$ cat src/design/assert_macros.svh
// assertion macros shared by the scanner rtl
// expects clk and rst_n in the including scope
`ifndef ASSERT_MACROS_SVH
`define ASSERT_MACROS_SVH

// property checked on every clock edge outside reset
`define WSC_ASSERT(lbl, prop, msg) \
    lbl: assert property (@(posedge clk) disable iff (!rst_n) (prop)) else $error(msg);

// condition implies consequence in the next cycle
`define WSC_ASSERT_NEXT(lbl, ante, cons, msg) \
    lbl: assert property (@(posedge clk) disable iff (!rst_n) (ante) |=> (cons)) else $error(msg);

`endif

$ cat src/design/wsc_pkg.sv
// shared types and constants for the wildcard byte signature scanner
// no dependencies
`timescale 1ns / 1ps
`default_nettype none

package wsc_pkg;

    localparam int MAX_PATTERN_DEF   = 24;
    localparam int INDEX_WIDTH_DEF   = 32;
    localparam int PATTERN_REG_BYTES = 24;
    localparam int DISP_BYTES        = 4;
    localparam int CFG_INDEX_W       = 3;
    localparam int CFG_DATA_W        = 64;
    localparam int ADJ_W             = 6;

    localparam logic [ADJ_W-1:0] REL_ADJ = 6'd7;
    localparam logic [ADJ_W-1:0] JMP_ADJ = 6'd5;

    typedef enum logic [CFG_INDEX_W-1:0] {
        REG_PATTERN_LOW  = 3'd0,
        REG_PATTERN_MID  = 3'd1,
        REG_PATTERN_HIGH = 3'd2,
        REG_WILDCARD     = 3'd3,
        REG_LENGTH       = 3'd4,
        REG_MODE         = 3'd5,
        REG_OFFSET       = 3'd6,
        REG_BASE         = 3'd7
    } cfg_index_t;

    typedef enum logic [1:0] {
        MODE_PLAIN    = 2'd0,
        MODE_ABSOLUTE = 2'd1,
        MODE_RELATIVE = 2'd2,
        MODE_JUMP     = 2'd3
    } mode_t;

    typedef struct packed {
        logic [63:0]      start;
        logic [31:0]      disp;
        logic [ADJ_W-1:0] adj;
        logic             first;
    } hit_t;

endpackage

`default_nettype wire

$ cat src/design/wsc_cell.sv
// one window cell: holds a byte and its valid bit, compares the incoming byte
// uses no package
`timescale 1ns / 1ps
`default_nettype none

module wsc_cell (
    input  wire logic       clk,
    input  wire logic       rst_n,
    input  wire logic       shift,
    input  wire logic       clear,
    input  wire logic [7:0] d_in,
    input  wire logic       v_in,
    input  wire logic [7:0] expected,
    input  wire logic       care,
    input  wire logic       used,
    output logic      [7:0] q,
    output logic            q_valid,
    output logic            ok
);

    logic [7:0] byte_reg;
    logic [7:0] byte_next;
    logic       valid_reg;
    logic       valid_next;

    always_comb
    begin
        byte_next  = shift ? d_in : byte_reg;
        valid_next = valid_reg;
        if (clear)
        begin
            valid_next = 1'b0;
        end
        else if (shift)
        begin
            valid_next = v_in;
        end
    end

    always_ff @(posedge clk)
    begin
        byte_reg <= byte_next;
    end

    always_ff @(posedge clk or negedge rst_n)
    begin
        if (!rst_n)
        begin
            valid_reg <= 1'b0;
        end
        else
        begin
            valid_reg <= valid_next;
        end
    end

    // compare against the byte this cell takes on the shift
    assign ok      = !used || (v_in && (!care || (d_in == expected)));
    assign q       = byte_reg;
    assign q_valid = valid_reg;

endmodule

`default_nettype wire

$ cat src/design/wsc_resolve.sv
// two-stage address resolver with output register for the scanner
// depends on wsc_pkg and assert_macros.svh
`timescale 1ns / 1ps
`default_nettype none

`include "assert_macros.svh"

module wsc_resolve (
    input  wire logic          clk,
    input  wire logic          rst_n,
    input  wire logic          hit_valid,
    output logic               hit_ready,
    input  wire wsc_pkg::hit_t hit,
    input  wire logic [63:0]   image_base,
    output logic               out_valid,
    input  wire logic          out_ready,
    output logic      [31:0]   match_index,
    output logic      [63:0]   resolved_address,
    output logic               is_first_match
);

    logic        s2_valid_reg;
    logic        s2_valid_next;
    logic [63:0] s2_a_reg;
    logic [63:0] s2_b_reg;
    logic [31:0] s2_index_reg;
    logic        s2_first_reg;
    logic        out_valid_reg;
    logic        out_valid_next;
    logic [63:0] out_addr_reg;
    logic [31:0] out_index_reg;
    logic        out_first_reg;
    logic        out_free;
    logic        s2_free;
    logic        s2_move;

    assign out_free  = !out_valid_reg || out_ready;
    assign s2_move   = s2_valid_reg && out_free;
    assign s2_free   = !s2_valid_reg || out_free;
    assign hit_ready = s2_free;

    always_comb
    begin
        s2_valid_next = s2_valid_reg;
        if (s2_free)
        begin
            s2_valid_next = hit_valid;
        end
        out_valid_next = out_valid_reg;
        if (out_free)
        begin
            out_valid_next = s2_valid_reg;
        end
    end

    always_ff @(posedge clk or negedge rst_n)
    begin
        if (!rst_n)
        begin
            s2_valid_reg  <= 1'b0;
            out_valid_reg <= 1'b0;
        end
        else
        begin
            s2_valid_reg  <= s2_valid_next;
            out_valid_reg <= out_valid_next;
        end
    end

    always_ff @(posedge clk)
    begin
        if (hit_valid && s2_free)
        begin
            s2_a_reg     <= image_base + hit.start;
            s2_b_reg     <= {{32{hit.disp[31]}}, hit.disp} + {58'd0, hit.adj};
            s2_index_reg <= hit.start[31:0];
            s2_first_reg <= hit.first;
        end
        if (s2_move)
        begin
            out_addr_reg  <= s2_a_reg + s2_b_reg;
            out_index_reg <= s2_index_reg;
            out_first_reg <= s2_first_reg;
        end
    end

    assign out_valid        = out_valid_reg;
    assign match_index      = out_index_reg;
    assign resolved_address = out_addr_reg;
    assign is_first_match   = out_first_reg;

    `WSC_ASSERT_NEXT(a_s2_to_out, s2_valid_reg && out_free, out_valid_reg, "resolved word lost")
    `WSC_ASSERT_NEXT(a_s2_hold, s2_valid_reg && !out_free, s2_valid_reg && $stable(s2_a_reg), "stalled word changed")

endmodule

`default_nettype wire

$ cat src/design/wildcard_byte_signature_scanner.sv
// Scans an image one byte per cycle, unless the output stalls it, through a
// row of MAX_PATTERN window cells and reports every masked pattern match with
// its index and resolved address. A new byte is taken every cycle in which
// in_valid and in_ready are both high; a match passes through the hit register
// and the two-stage 64-bit address adder to the outputs. Backpressure from the
// output only stops input once the hit register and both resolver stages are
// full. No clearing pass after reset.
// depends on wsc_pkg, wsc_cell, wsc_resolve and assert_macros.svh
`timescale 1ns / 1ps
`default_nettype none

`include "assert_macros.svh"

module wildcard_byte_signature_scanner #(
    parameter int MAX_PATTERN = wsc_pkg::MAX_PATTERN_DEF,
    parameter int INDEX_WIDTH = wsc_pkg::INDEX_WIDTH_DEF
) (
    input  wire logic                           clk,
    input  wire logic                           rst_n,
    input  wire logic                           cfg_write,
    input  wire logic [wsc_pkg::CFG_INDEX_W-1:0] cfg_index,
    input  wire logic [wsc_pkg::CFG_DATA_W-1:0]  cfg_data,
    input  wire logic                           in_valid,
    output logic                                in_ready,
    input  wire logic [7:0]                     data_byte,
    input  wire logic                           last_in_image,
    output logic                                out_valid,
    input  wire logic                           out_ready,
    output logic      [31:0]                    match_index,
    output logic      [63:0]                    resolved_address,
    output logic                                is_first_match
);

    localparam int SW = ($clog2(MAX_PATTERN + 1) > 6) ? $clog2(MAX_PATTERN + 1) : 6;
    localparam int WB = MAX_PATTERN * 8;
    localparam logic [SW-1:0] MAX_SPAN  = SW'(MAX_PATTERN);
    localparam logic [SW-1:0] REG_BYTES = SW'(wsc_pkg::PATTERN_REG_BYTES);

    // configuration
    logic [63:0]          pattern_low_reg;
    logic [63:0]          pattern_mid_reg;
    logic [63:0]          pattern_high_reg;
    logic [23:0]          wildcard_reg;
    logic [4:0]           length_reg;
    wsc_pkg::mode_t       mode_reg;
    logic [4:0]           offset_reg;
    logic [63:0]          base_reg;

    always_ff @(posedge clk or negedge rst_n)
    begin
        if (!rst_n)
        begin
            pattern_low_reg  <= '0;
            pattern_mid_reg  <= '0;
            pattern_high_reg <= '0;
            wildcard_reg     <= '0;
            length_reg       <= 5'd1;
            mode_reg         <= wsc_pkg::MODE_PLAIN;
            offset_reg       <= '0;
            base_reg         <= '0;
        end
        else if (cfg_write)
        begin
            case (wsc_pkg::cfg_index_t'(cfg_index))
                wsc_pkg::REG_PATTERN_LOW:  pattern_low_reg  <= cfg_data;
                wsc_pkg::REG_PATTERN_MID:  pattern_mid_reg  <= cfg_data;
                wsc_pkg::REG_PATTERN_HIGH: pattern_high_reg <= cfg_data;
                wsc_pkg::REG_WILDCARD:     wildcard_reg     <= cfg_data[23:0];
                wsc_pkg::REG_LENGTH:       length_reg       <= cfg_data[4:0];
                wsc_pkg::REG_MODE:         mode_reg         <= wsc_pkg::mode_t'(cfg_data[1:0]);
                wsc_pkg::REG_OFFSET:       offset_reg       <= cfg_data[4:0];
                wsc_pkg::REG_BASE:         base_reg         <= cfg_data;
                default:                   base_reg         <= base_reg;
            endcase
        end
    end

    // effective length and span
    logic [SW-1:0] len;
    logic [SW-1:0] fo_ext;
    logic [SW-1:0] fo_span;
    logic [SW-1:0] span;
    logic          span_ok;

    assign fo_ext  = {{(SW-5){1'b0}}, offset_reg};
    assign fo_span = fo_ext + SW'(wsc_pkg::DISP_BYTES);

    always_comb
    begin
        len = {{(SW-5){1'b0}}, length_reg};
        if (len == '0)
        begin
            len = SW'(1);
        end
        if (len > REG_BYTES)
        begin
            len = REG_BYTES;
        end
        if (len > MAX_SPAN)
        begin
            len = MAX_SPAN;
        end
        span = len;
        if (mode_reg != wsc_pkg::MODE_PLAIN && fo_span > len)
        begin
            span = fo_span;
        end
    end

    assign span_ok = (span <= MAX_SPAN);

    // pattern reversed and aligned so that cell i sees pattern byte span-1-i
    logic [191:0]          pat24;
    logic [WB-1:0]         rev_pat;
    logic [MAX_PATTERN-1:0] rev_care;
    logic [SW-1:0]         align;
    logic [WB-1:0]         exp_vec;
    logic [MAX_PATTERN-1:0] care_vec;

    assign pat24 = {pattern_high_reg, pattern_mid_reg, pattern_low_reg};
    assign align = MAX_SPAN - span;

    for (genvar k = 0; k < MAX_PATTERN; k++)
    begin : g_pat
        if (k < wsc_pkg::PATTERN_REG_BYTES)
        begin : g_real
            assign rev_pat[8*(MAX_PATTERN-1-k) +: 8] = pat24[8*k +: 8];
            assign rev_care[MAX_PATTERN-1-k]          = !wildcard_reg[k] && (SW'(k) < len);
        end
        else
        begin : g_none
            assign rev_pat[8*(MAX_PATTERN-1-k) +: 8] = 8'd0;
            assign rev_care[MAX_PATTERN-1-k]          = 1'b0;
        end
    end

    assign exp_vec  = rev_pat >> {align, 3'b000};
    assign care_vec = rev_care >> align;

    // cell row
    logic                    in_accept;
    logic [WB-1:0]           din_vec;
    logic [MAX_PATTERN-1:0]  vin_vec;
    logic [WB-1:0]           q_vec;
    logic [MAX_PATTERN-1:0]  qv_vec;
    logic [MAX_PATTERN-1:0]  ok_vec;

    assign din_vec = {q_vec[WB-9:0], data_byte};
    assign vin_vec = {qv_vec[MAX_PATTERN-2:0], 1'b1};

    for (genvar i = 0; i < MAX_PATTERN; i++)
    begin : g_cell
        wsc_cell u_cell (
            .clk      (clk),
            .rst_n    (rst_n),
            .shift    (in_accept),
            .clear    (in_accept && last_in_image),
            .d_in     (din_vec[8*i +: 8]),
            .v_in     (vin_vec[i]),
            .expected (exp_vec[8*i +: 8]),
            .care     (care_vec[i]),
            .used     (SW'(i) < span),
            .q        (q_vec[8*i +: 8]),
            .q_valid  (qv_vec[i]),
            .ok       (ok_vec[i])
        );
    end

    // displacement bytes and address adjust
    logic [SW-1:0]                disp_pos;
    logic [WB-1:0]                disp_win;
    logic [31:0]                  disp;
    logic [wsc_pkg::ADJ_W-1:0]    adj;

    assign disp_pos = span - fo_span;
    assign disp_win = din_vec >> {disp_pos, 3'b000};

    always_comb
    begin
        disp = {disp_win[7:0], disp_win[15:8], disp_win[23:16], disp_win[31:24]};
        adj  = {1'b0, offset_reg};
        case (mode_reg)
            wsc_pkg::MODE_PLAIN:
            begin
                disp = '0;
            end
            wsc_pkg::MODE_ABSOLUTE:
            begin
                adj = {1'b0, offset_reg} + wsc_pkg::ADJ_W'(wsc_pkg::DISP_BYTES);
            end
            wsc_pkg::MODE_RELATIVE:
            begin
                adj = wsc_pkg::REL_ADJ;
            end
            wsc_pkg::MODE_JUMP:
            begin
                adj = wsc_pkg::JMP_ADJ;
            end
            default:
            begin
                disp = '0;
            end
        endcase
    end

    // match, index and first flag
    logic                   hit;
    logic [INDEX_WIDTH-1:0] count_reg;
    logic [INDEX_WIDTH-1:0] count_next;
    logic                   seen_reg;
    logic                   seen_next;
    logic [INDEX_WIDTH-1:0] start;
    logic [SW-1:0]          span_m1;

    assign hit     = span_ok && (&ok_vec);
    assign span_m1 = span - SW'(1);
    assign start   = count_reg - INDEX_WIDTH'(span_m1);

    always_comb
    begin
        count_next = count_reg;
        seen_next  = seen_reg;
        if (in_accept)
        begin
            if (last_in_image)
            begin
                count_next = '0;
                seen_next  = 1'b0;
            end
            else
            begin
                count_next = count_reg + INDEX_WIDTH'(1);
                seen_next  = seen_reg || hit;
            end
        end
    end

    always_ff @(posedge clk or negedge rst_n)
    begin
        if (!rst_n)
        begin
            count_reg <= '0;
            seen_reg  <= 1'b0;
        end
        else
        begin
            count_reg <= count_next;
            seen_reg  <= seen_next;
        end
    end

    // hit register
    logic          s1_valid_reg;
    logic          s1_valid_next;
    wsc_pkg::hit_t s1_reg;
    logic          rs_ready;

    assign in_ready  = !s1_valid_reg || rs_ready;
    assign in_accept = in_valid && in_ready;

    always_comb
    begin
        s1_valid_next = s1_valid_reg;
        if (in_accept)
        begin
            s1_valid_next = hit;
        end
        else if (rs_ready)
        begin
            s1_valid_next = 1'b0;
        end
    end

    always_ff @(posedge clk or negedge rst_n)
    begin
        if (!rst_n)
        begin
            s1_valid_reg <= 1'b0;
        end
        else
        begin
            s1_valid_reg <= s1_valid_next;
        end
    end

    always_ff @(posedge clk)
    begin
        if (in_accept && hit)
        begin
            s1_reg.start <= {{(64-INDEX_WIDTH){1'b0}}, start};
            s1_reg.disp  <= disp;
            s1_reg.adj   <= adj;
            s1_reg.first <= !seen_reg;
        end
    end

    wsc_resolve u_resolve (
        .clk              (clk),
        .rst_n            (rst_n),
        .hit_valid        (s1_valid_reg),
        .hit_ready        (rs_ready),
        .hit              (s1_reg),
        .image_base       (base_reg),
        .out_valid        (out_valid),
        .out_ready        (out_ready),
        .match_index      (match_index),
        .resolved_address (resolved_address),
        .is_first_match   (is_first_match)
    );

    `WSC_ASSERT_NEXT(a_hit_held, in_accept && hit, s1_valid_reg, "match word dropped")
    `WSC_ASSERT_NEXT(a_end_clear, in_accept && last_in_image,
                     count_reg == '0 && !seen_reg && qv_vec == '0,
                     "image end did not clear state")
    `WSC_ASSERT_NEXT(a_seen_set, in_accept && hit && !last_in_image, seen_reg,
                     "first match flag not recorded")
    `WSC_ASSERT(a_cell_fill, ($countones(qv_vec) == 0) || qv_vec[0],
                "window valid bits not contiguous")

endmodule

`default_nettype wire

$ cat config.mk
export PLATFORM = sky130hd
export DESIGN_NAME = wildcard_byte_signature_scanner
export DESIGN_NICKNAME = d
export VERILOG_FILES = /design/src/design/wsc_pkg.sv /design/src/design/wsc_cell.sv /design/src/design/wsc_resolve.sv /design/src/design/wildcard_byte_signature_scanner.sv
export VERILOG_INCLUDE_DIRS = /design/src /design/src/design
export SDC_FILE = /design/constraint.sdc
export NUM_CORES = 2
export LEC_CHECK = 0
export BUFFER_PORTS_ARGS = -buffer_cell sky130_fd_sc_hd__buf_2
export CORE_MARGIN = 1.5
export CORE_UTILIZATION = 37
export DETAILED_ROUTE_END_ITERATION = 10
export GPL_TIMING_DRIVEN = 1
export SLEW_MARGIN = 25
export SYNTH_ARGS = -nofsm -noshare
export SYNTH_HDL_FRONTEND = slang
export SYNTH_HIERARCHICAL = 1
export SYNTH_SLANG_ARGS = --single-unit
$ cat constraint.sdc
create_clock -name clk -period 20.9 [get_ports clk]
set_clock_uncertainty 0.2 [all_clocks]
set_input_delay 3.135 -clock clk [delete_from_list [all_inputs] [get_ports clk]]
set_output_delay 3.135 -clock clk [all_outputs]
set_load 0.005 [all_outputs]
After elaboration in Yosys (flattened, before gate mapping)

Cells that the tools add are included.

Bits in registers: 864
Bits in latches: 0
RAM bits: 0
Memory bits (read-only): 0
Input port bits: 81
Output and inout port bits: 99
Memories: 0

Add/subtract/negate cells: 9
$mul: 0
Divide/modulo/power cells: 0
$lt $le $gt $ge: 52
Eq/ne operators: 34
Shifts and indexed selects: 3
Mux-type cells: 55
Bitwise gates (word level): 0
Reduce and logical (&&, ||, !) cells: 197

Operators with widths:

| cell                                                      | count |
|---|---|
| equality test 8 bit                                       | 24 |
| >> shifter 192 x 9 -> 192 bit                             | 1 |
| >> shifter 192 x 9 -> 32 bit                              | 1 |
| less-than comparator 4 x 6 -> 1 bit, first input constant | 16 |
| less-than comparator 5 x 6 -> 1 bit, first input constant | 16 |
| zero test 1 bit                                           | 76 |
| adder 64 x 32 -> 64 bit                                   | 1 |
| adder 64 bit                                              | 1 |
| logical AND 1 bit                                         | 54 |
| logical OR 1 bit                                          | 52 |
| 2-to-1 mux 1 bit                                          | 49 |
| less-than comparator 3 x 6 -> 1 bit, first input constant | 8 |
| adder 32 x 7 -> 33 bit                                    | 1 |
| adder 32 x 1 -> 32 bit, second input constant             | 1 |
| 2-to-1 mux 32 bit                                         | 1 |
| subtractor 32 x 6 -> 32 bit                               | 1 |
| less-than comparator 1 x 6 -> 1 bit, first input constant | 4 |
| less-than comparator 2 x 6 -> 1 bit, first input constant | 4 |
| AND reduction 24 bit                                      | 1 |
| >> shifter 24 x 6 -> 24 bit                               | 1 |
| 2-to-1 mux 6 bit                                          | 3 |
| case mux 6 bit (3 select lines)                           | 1 |
| AND reduction 2 bit                                       | 8 |
| equality test 3 bit, second input constant                | 4 |
| 16 further kinds                                          | 21 |

Logic depth before layout (Yosys ltp)

Depth after elaboration: 19
Mapped depth: 39
Depth with buffers taken out: 29

By module

The synthesis kept the hierarchy.

Modules (own cells, without submodules):

| module                          | times used | cells each | area an instance (sq um) | seq. area each (sq um) |
|---|---|---|---|---|
| wildcard_byte_signature_scanner | 1          | 3227       | 31973.2                  | 10291.1 |
| wsc_resolve                     | 1          | 1425       | 15019.4                  | 6866.6 |
| wsc_cell                        | 24         | 24         | 377.9                    | 265.3 |

Least setup slack after synthesis

OpenSTA, ideal clock, no wires.

Kind: flip-flop to flip-flop
Start point: register length_reg[0]
End point: register seen_reg
Data arrival time: 10.353 ns
Path slack: 10.260 ns
Cell stages (with the launch flop): 34
Path buffers: 11
Cells stage by stage: dfstp_2 -> clkbuf_1 -> a21oi_1 -> inv_1 -> ha_1 -> nand2_1 -> o32a_1 -> o21a_2 -> buf_6 -> o21ai_4 -> buf_6 -> buf_8 -> buf_8 -> buf_4 -> buf_2 -> ha_1 -> inv_1 -> clkbuf_1 -> clkbuf_1 -> clkbuf_1 -> buf_1 -> a21oi_1 -> a211oi_1 -> o22ai_1 -> xor2_1 -> nor4_1 -> nand2_1 -> a31oi_1 -> nand4_1 -> nor4_1 -> nand3_1 -> a21oi_1 -> inv_1 -> a21oi_1

Elaborated cells between the ends (all ways): 232
Those cells by class: 1 x add/sub; 52 x order compare; 24 x eq/ne; 2 x shift; 5 x mux; 148 x reduce/logical

RTL lines:

| what                               | line                                   | text |
|---|---|---|
| from (decl)                        | wildcard_byte_signature_scanner.sv:44  | `logic [4:0] length_reg;` |
| from (signal assigned)             | wildcard_byte_signature_scanner.sv:69  | `wsc_pkg::REG_LENGTH: length_reg <= cfg_data[4:0];` |
| zero test 5 bit                    | wildcard_byte_signature_scanner.sv:91  | `if (len == '0)` |
| 2-to-1 mux 5 bit (*)               | wildcard_byte_signature_scanner.sv:91  |  |
| > comparator 6 x 5 -> 1 bit        | wildcard_byte_signature_scanner.sv:95  | `if (len > REG_BYTES)` |
| 2-to-1 mux 6 bit (*)               | wildcard_byte_signature_scanner.sv:95  |  |
| > comparator 6 x 5 -> 1 bit        | wildcard_byte_signature_scanner.sv:99  | `if (len > MAX_SPAN)` |
| 2-to-1 mux 6 bit (*)               | wildcard_byte_signature_scanner.sv:99  |  |
| > comparator 6 bit                 | wildcard_byte_signature_scanner.sv:104 | `if (mode_reg != wsc_pkg::MODE_PLAIN && fo_span > len)` |
| logical AND 1 bit                  | wildcard_byte_signature_scanner.sv:104 |  |
| [... 3 more ...]                   | n/a                                    |  |
| via exp_vec[6]                     | wildcard_byte_signature_scanner.sv:117 | `logic [WB-1:0] exp_vec;` |
| equality test 8 bit (*)            | wsc_cell.sv:58                         | `assign ok = !used \|\| (v_in && (!care \|\| (d_in == expected)));` |
| logical OR 1 bit (*) (2 in series) | wsc_cell.sv:58                         |  |
| via ok_vec[0]                      | wildcard_byte_signature_scanner.sv:146 | `logic [MAX_PATTERN-1:0] ok_vec;` |
| AND reduction 24 bit (*)           | wildcard_byte_signature_scanner.sv:215 | `assign hit = span_ok && (&ok_vec);` |
| logical AND 1 bit (*)              | wildcard_byte_signature_scanner.sv:215 |  |
| logical OR 1 bit (*)               | wildcard_byte_signature_scanner.sv:233 | `seen_next = seen_reg \|\| hit;` |
| 2-to-1 mux 1 bit (*)               | wildcard_byte_signature_scanner.sv:225 | `if (last_in_image)` |
| to (signal assigned)               | wildcard_byte_signature_scanner.sv:248 | `seen_reg <= seen_next;` |
| to (decl)                          | wildcard_byte_signature_scanner.sv:210 | `logic seen_reg;` |

The timed path passes the listed nets; every way through them passes the cells marked *.
A chain may end at the register's enable or synchronous reset.

Worst setup path after layout

Start point: register length_reg[4]
End point: register seen_reg

Longest elaborated chain between the ends: 19
Elaborated cells between the ends (all ways): 232
Those cells by class: 1 x add/sub; 52 x order compare; 24 x eq/ne; 2 x shift; 5 x mux; 148 x reduce/logical

Ends and longest elaborated chain:

| what                        | line |
|---|---|
| zero test 5 bit             | wildcard_byte_signature_scanner.sv:91 |
| 2-to-1 mux 5 bit (*)        | wildcard_byte_signature_scanner.sv:91 |
| > comparator 6 x 5 -> 1 bit | wildcard_byte_signature_scanner.sv:95 |
| 2-to-1 mux 6 bit (*)        | wildcard_byte_signature_scanner.sv:95 |
| > comparator 6 x 5 -> 1 bit | wildcard_byte_signature_scanner.sv:99 |
| 2-to-1 mux 6 bit (*)        | wildcard_byte_signature_scanner.sv:99 |
| > comparator 6 bit          | wildcard_byte_signature_scanner.sv:104 |
| logical AND 1 bit           | wildcard_byte_signature_scanner.sv:104 |
| [... 3 more ...]            | n/a |
| via exp_vec[13]             | wildcard_byte_signature_scanner.sv:117 |
| [... 1 more ...]            | n/a |
| logical OR 1 bit (*)        | wsc_cell.sv:58 |
| logical AND 1 bit (*)       | wsc_cell.sv:58 |
| logical OR 1 bit (*)        | wsc_cell.sv:58 |
| via ok_vec[1]               | wildcard_byte_signature_scanner.sv:146 |
| AND reduction 24 bit (*)    | wildcard_byte_signature_scanner.sv:215 |
| logical AND 1 bit (*)       | wildcard_byte_signature_scanner.sv:215 |
| logical OR 1 bit (*)        | wildcard_byte_signature_scanner.sv:233 |
| 2-to-1 mux 1 bit (*)        | wildcard_byte_signature_scanner.sv:225 |

Marks and branches as above.

==> flow_summary.rst <==
.. list-table::
   :header-rows: 1

   * - Metric
     - Value
   * - Result of the run
     - complete, no violations
   * - FF-to-FF Start
     - length_reg[4]
   * - Type of the worst setup path
     - flip-flop to flip-flop
   * - Routability Congestion
     - 1.07
   * - Resized cells post-CTS
     - 0
   * - Worst hold-check slack
     - 216 ps
   * - Sum of overflow across all layers after global routing
     - 0
   * - Number of rows in the core area
     - 142
   * - Number of buffer and inverter stages on the critical path
     - 6
   * - Area taken by multi-input logic gates
     - 31000 um2
   * - Cell with the largest stage delay on the worst path
     - sky130_fd_sc_hd__nor4_1
   * - Width of the die
     - 391 um
   * - Area delta synth->final
     - 10.6%
   * - Stages on worst setup path
     - 30
   * - Post-CTS clock slew at the launch and capture registers of the worst setup and hold paths
     - 60 ps
   * - Number of nets with antenna violations after routing
     - 0
   * - Sort of element at the start of the critical path
     - flip-flop
   * - Post-synthesis instance area
     - 55800 um2
   * - Setup_tns
     - 0 ps
   * - Worst reg2reg path depth
     - 30
   * - IO Pins
     - 180
   * - CP Launch Point
     - length_reg[4]
   * - Fraction of the cycle the final worst path needs
     - 51.9%
   * - Max frequency
     - 92.2 MHz
   * - WL/cell
     - 30.1 um
   * - Hold/Removal Path Class
     - flip-flop to flip-flop
   * - CP most frequent cell
     - sky130_fd_sc_hd__a21oi_1
   * - Starting utilization of the core area
     - 37.2%
   * - Endpoint of the lowest-slack register-to-register path
     - seen_reg
   * - Post-CTS setup buffers
     - 0
   * - TritonCTS clock tree
     - built
   * - Number of clock sinks
     - 833
   * - Count of hold-fix buffers inserted at cts
     - 0
   * - Max FFs per register
     - 184
   * - Clock buffers created by TritonCTS
     - 93
   * - Maximum net fanout on the critical path
     - 78
   * - CP arrival
     - 11320 ps
   * - Worst-case clock buffer depth
     - 3
   * - Startpoint of the worst hold path
     - u_resolve/s2_index_reg[25]
   * - Port Buffer Count
     - 179
   * - DR iter-0 viols
     - 5714
   * - Wire length of the first global-routing pass
     - 313000 um
   * - Final number of max-transition violations
     - 0
   * - Worst Hold Depth
     - 0
   * - Biggest cell delay along the critical path
     - 780 ps
   * - Largest net degree at the start of global routing
     - 138
   * - Count of final hold-check violations
     - 0
   * - Max H-tree Level
     - 3
   * - Vias
     - 45400
   * - Critical path endpoint category
     - flip-flop
   * - Number of detailed-route iterations in the first pass
     - 10
   * - Clock Tree Root
     - sky130_fd_sc_hd__clkbuf_16
   * - Number of setup violations in the final report
     - 0
   * - Count of nets after finishing
     - 5495
   * - Max_cap viols
     - 0
   * - Vias per std cell
     - 6.18
   * - Insertion delay to the later sink of the worst-skew pair
     - 740 ps
   * - Count of synthesis-stage warnings from yosys
     - 6
   * - Number of global-route vias before repair
     - 43300
   * - Worst slew margin relative to its limit
     - 27.6%
   * - Cell type group with the largest total delay on the critical path
     - compound AO/OA/AOI/OAI gates
   * - Overall global routing resource usage
     - 28.4%
   * - Number of instances in the synthesized netlist
     - 5217
   * - Fraction of final layout cells sized beyond drive strength 1
     - 18.0%
   * - R2R setup slack
     - 10050 ps
   * - Slew at the pin closest to its max-slew limit
     - 1090 ps
   * - Initial antenna violation count
     - 18
   * - Worst Hold Path EP
     - u_resolve/match_index[25]
   * - Mean area per synthesized cell
     - 10.7 um2
   * - Height of the chip
     - 391 um
   * - Unrepaired setup endpoints after global routing
     - no
   * - Final wirelength
     - 221000 um
   * - Critical path data required time
     - 21370 ps
   * - Total area of sequential cells
     - 23300 um2
   * - Remaining DRCs
     - 0
   * - Min Clock Period, post-route
     - 10850 ps
   * - DIE AREA
     - 153000 um2
   * - Area of the placeable core
     - 150000 um2
   * - Fillers
     - 14400
   * - Placed wire-length estimate after detailed placement
     - 168000 um
-- per-stage QoR --
stage          instance area [um2]  worst slack [ps]  instances  utilization, %
6_report                     61700             10050       7358            41.2
5_1_grt                      61700              9730       7348            41.2
4_1_cts                      61600             10270       7347            41.2
3_5_place_dp                 58500             10290       7176            39.1
3_3_place_gp                 58500             10650       7176            39.1
2_1_floorplan                55900             10260       5249               -
-- layer usage --
layer	global-route usage (%)	share of wire, %	vias to the layer above
met5	0	0.012	-
met4	16.1	6.6	4
met3	5.19	8.0	611
met2	45.6	46	2513
met1	35.8	39	22600
li1	-	-	19700
-- how the worst max path moves through the flow --
stage and endpoint:
6_report seen_reg, 3_5_place_dp seen_reg, 5_1_grt seen_reg, 3_3_place_gp seen_reg
2_1_floorplan seen_reg, 4_1_cts seen_reg
-- final cells by class --
class	instances	share of cell area [%]
inverter	78	0.507
multi-input combinational	3997	50.2
clock buffer	120	4.05
sequential	833	37.7
clock inverter	51	1.01
timing repair buffer	253	2.44
antenna	10	0.0405
tap	2016	4.09
-- cells in the final DEF (no fill, tap or decap), types with 52 or more instances in the layout --
cell type                   instances
sky130_fd_sc_hd__a31oi_1           76
sky130_fd_sc_hd__mux4_2           138
sky130_fd_sc_hd__a21o_1            80
sky130_fd_sc_hd__nor2_1           344
sky130_fd_sc_hd__o22ai_1           52
sky130_fd_sc_hd__mux2i_1          425
sky130_fd_sc_hd__buf_2            178
sky130_fd_sc_hd__nor3_1            58
sky130_fd_sc_hd__dfrtp_1          350
sky130_fd_sc_hd__nand3_1          101
sky130_fd_sc_hd__o21ai_0          178
sky130_fd_sc_hd__nand4_1           59
sky130_fd_sc_hd__and3_1            61
sky130_fd_sc_hd__xor2_1           273
sky130_fd_sc_hd__buf_4             69
sky130_fd_sc_hd__a21oi_1          329
sky130_fd_sc_hd__inv_1             71
sky130_fd_sc_hd__xnor2_1          127
sky130_fd_sc_hd__clkbuf_16         94
sky130_fd_sc_hd__nor4_1            64
sky130_fd_sc_hd__mux2_2           348
sky130_fd_sc_hd__nand2_1          468
sky130_fd_sc_hd__edfxtp_1         482
sky130_fd_sc_hd__ha_1             151
Power is not shown: default switching activity piles up to over one toggle a cycle in this logic, so the estimate is an artifact.
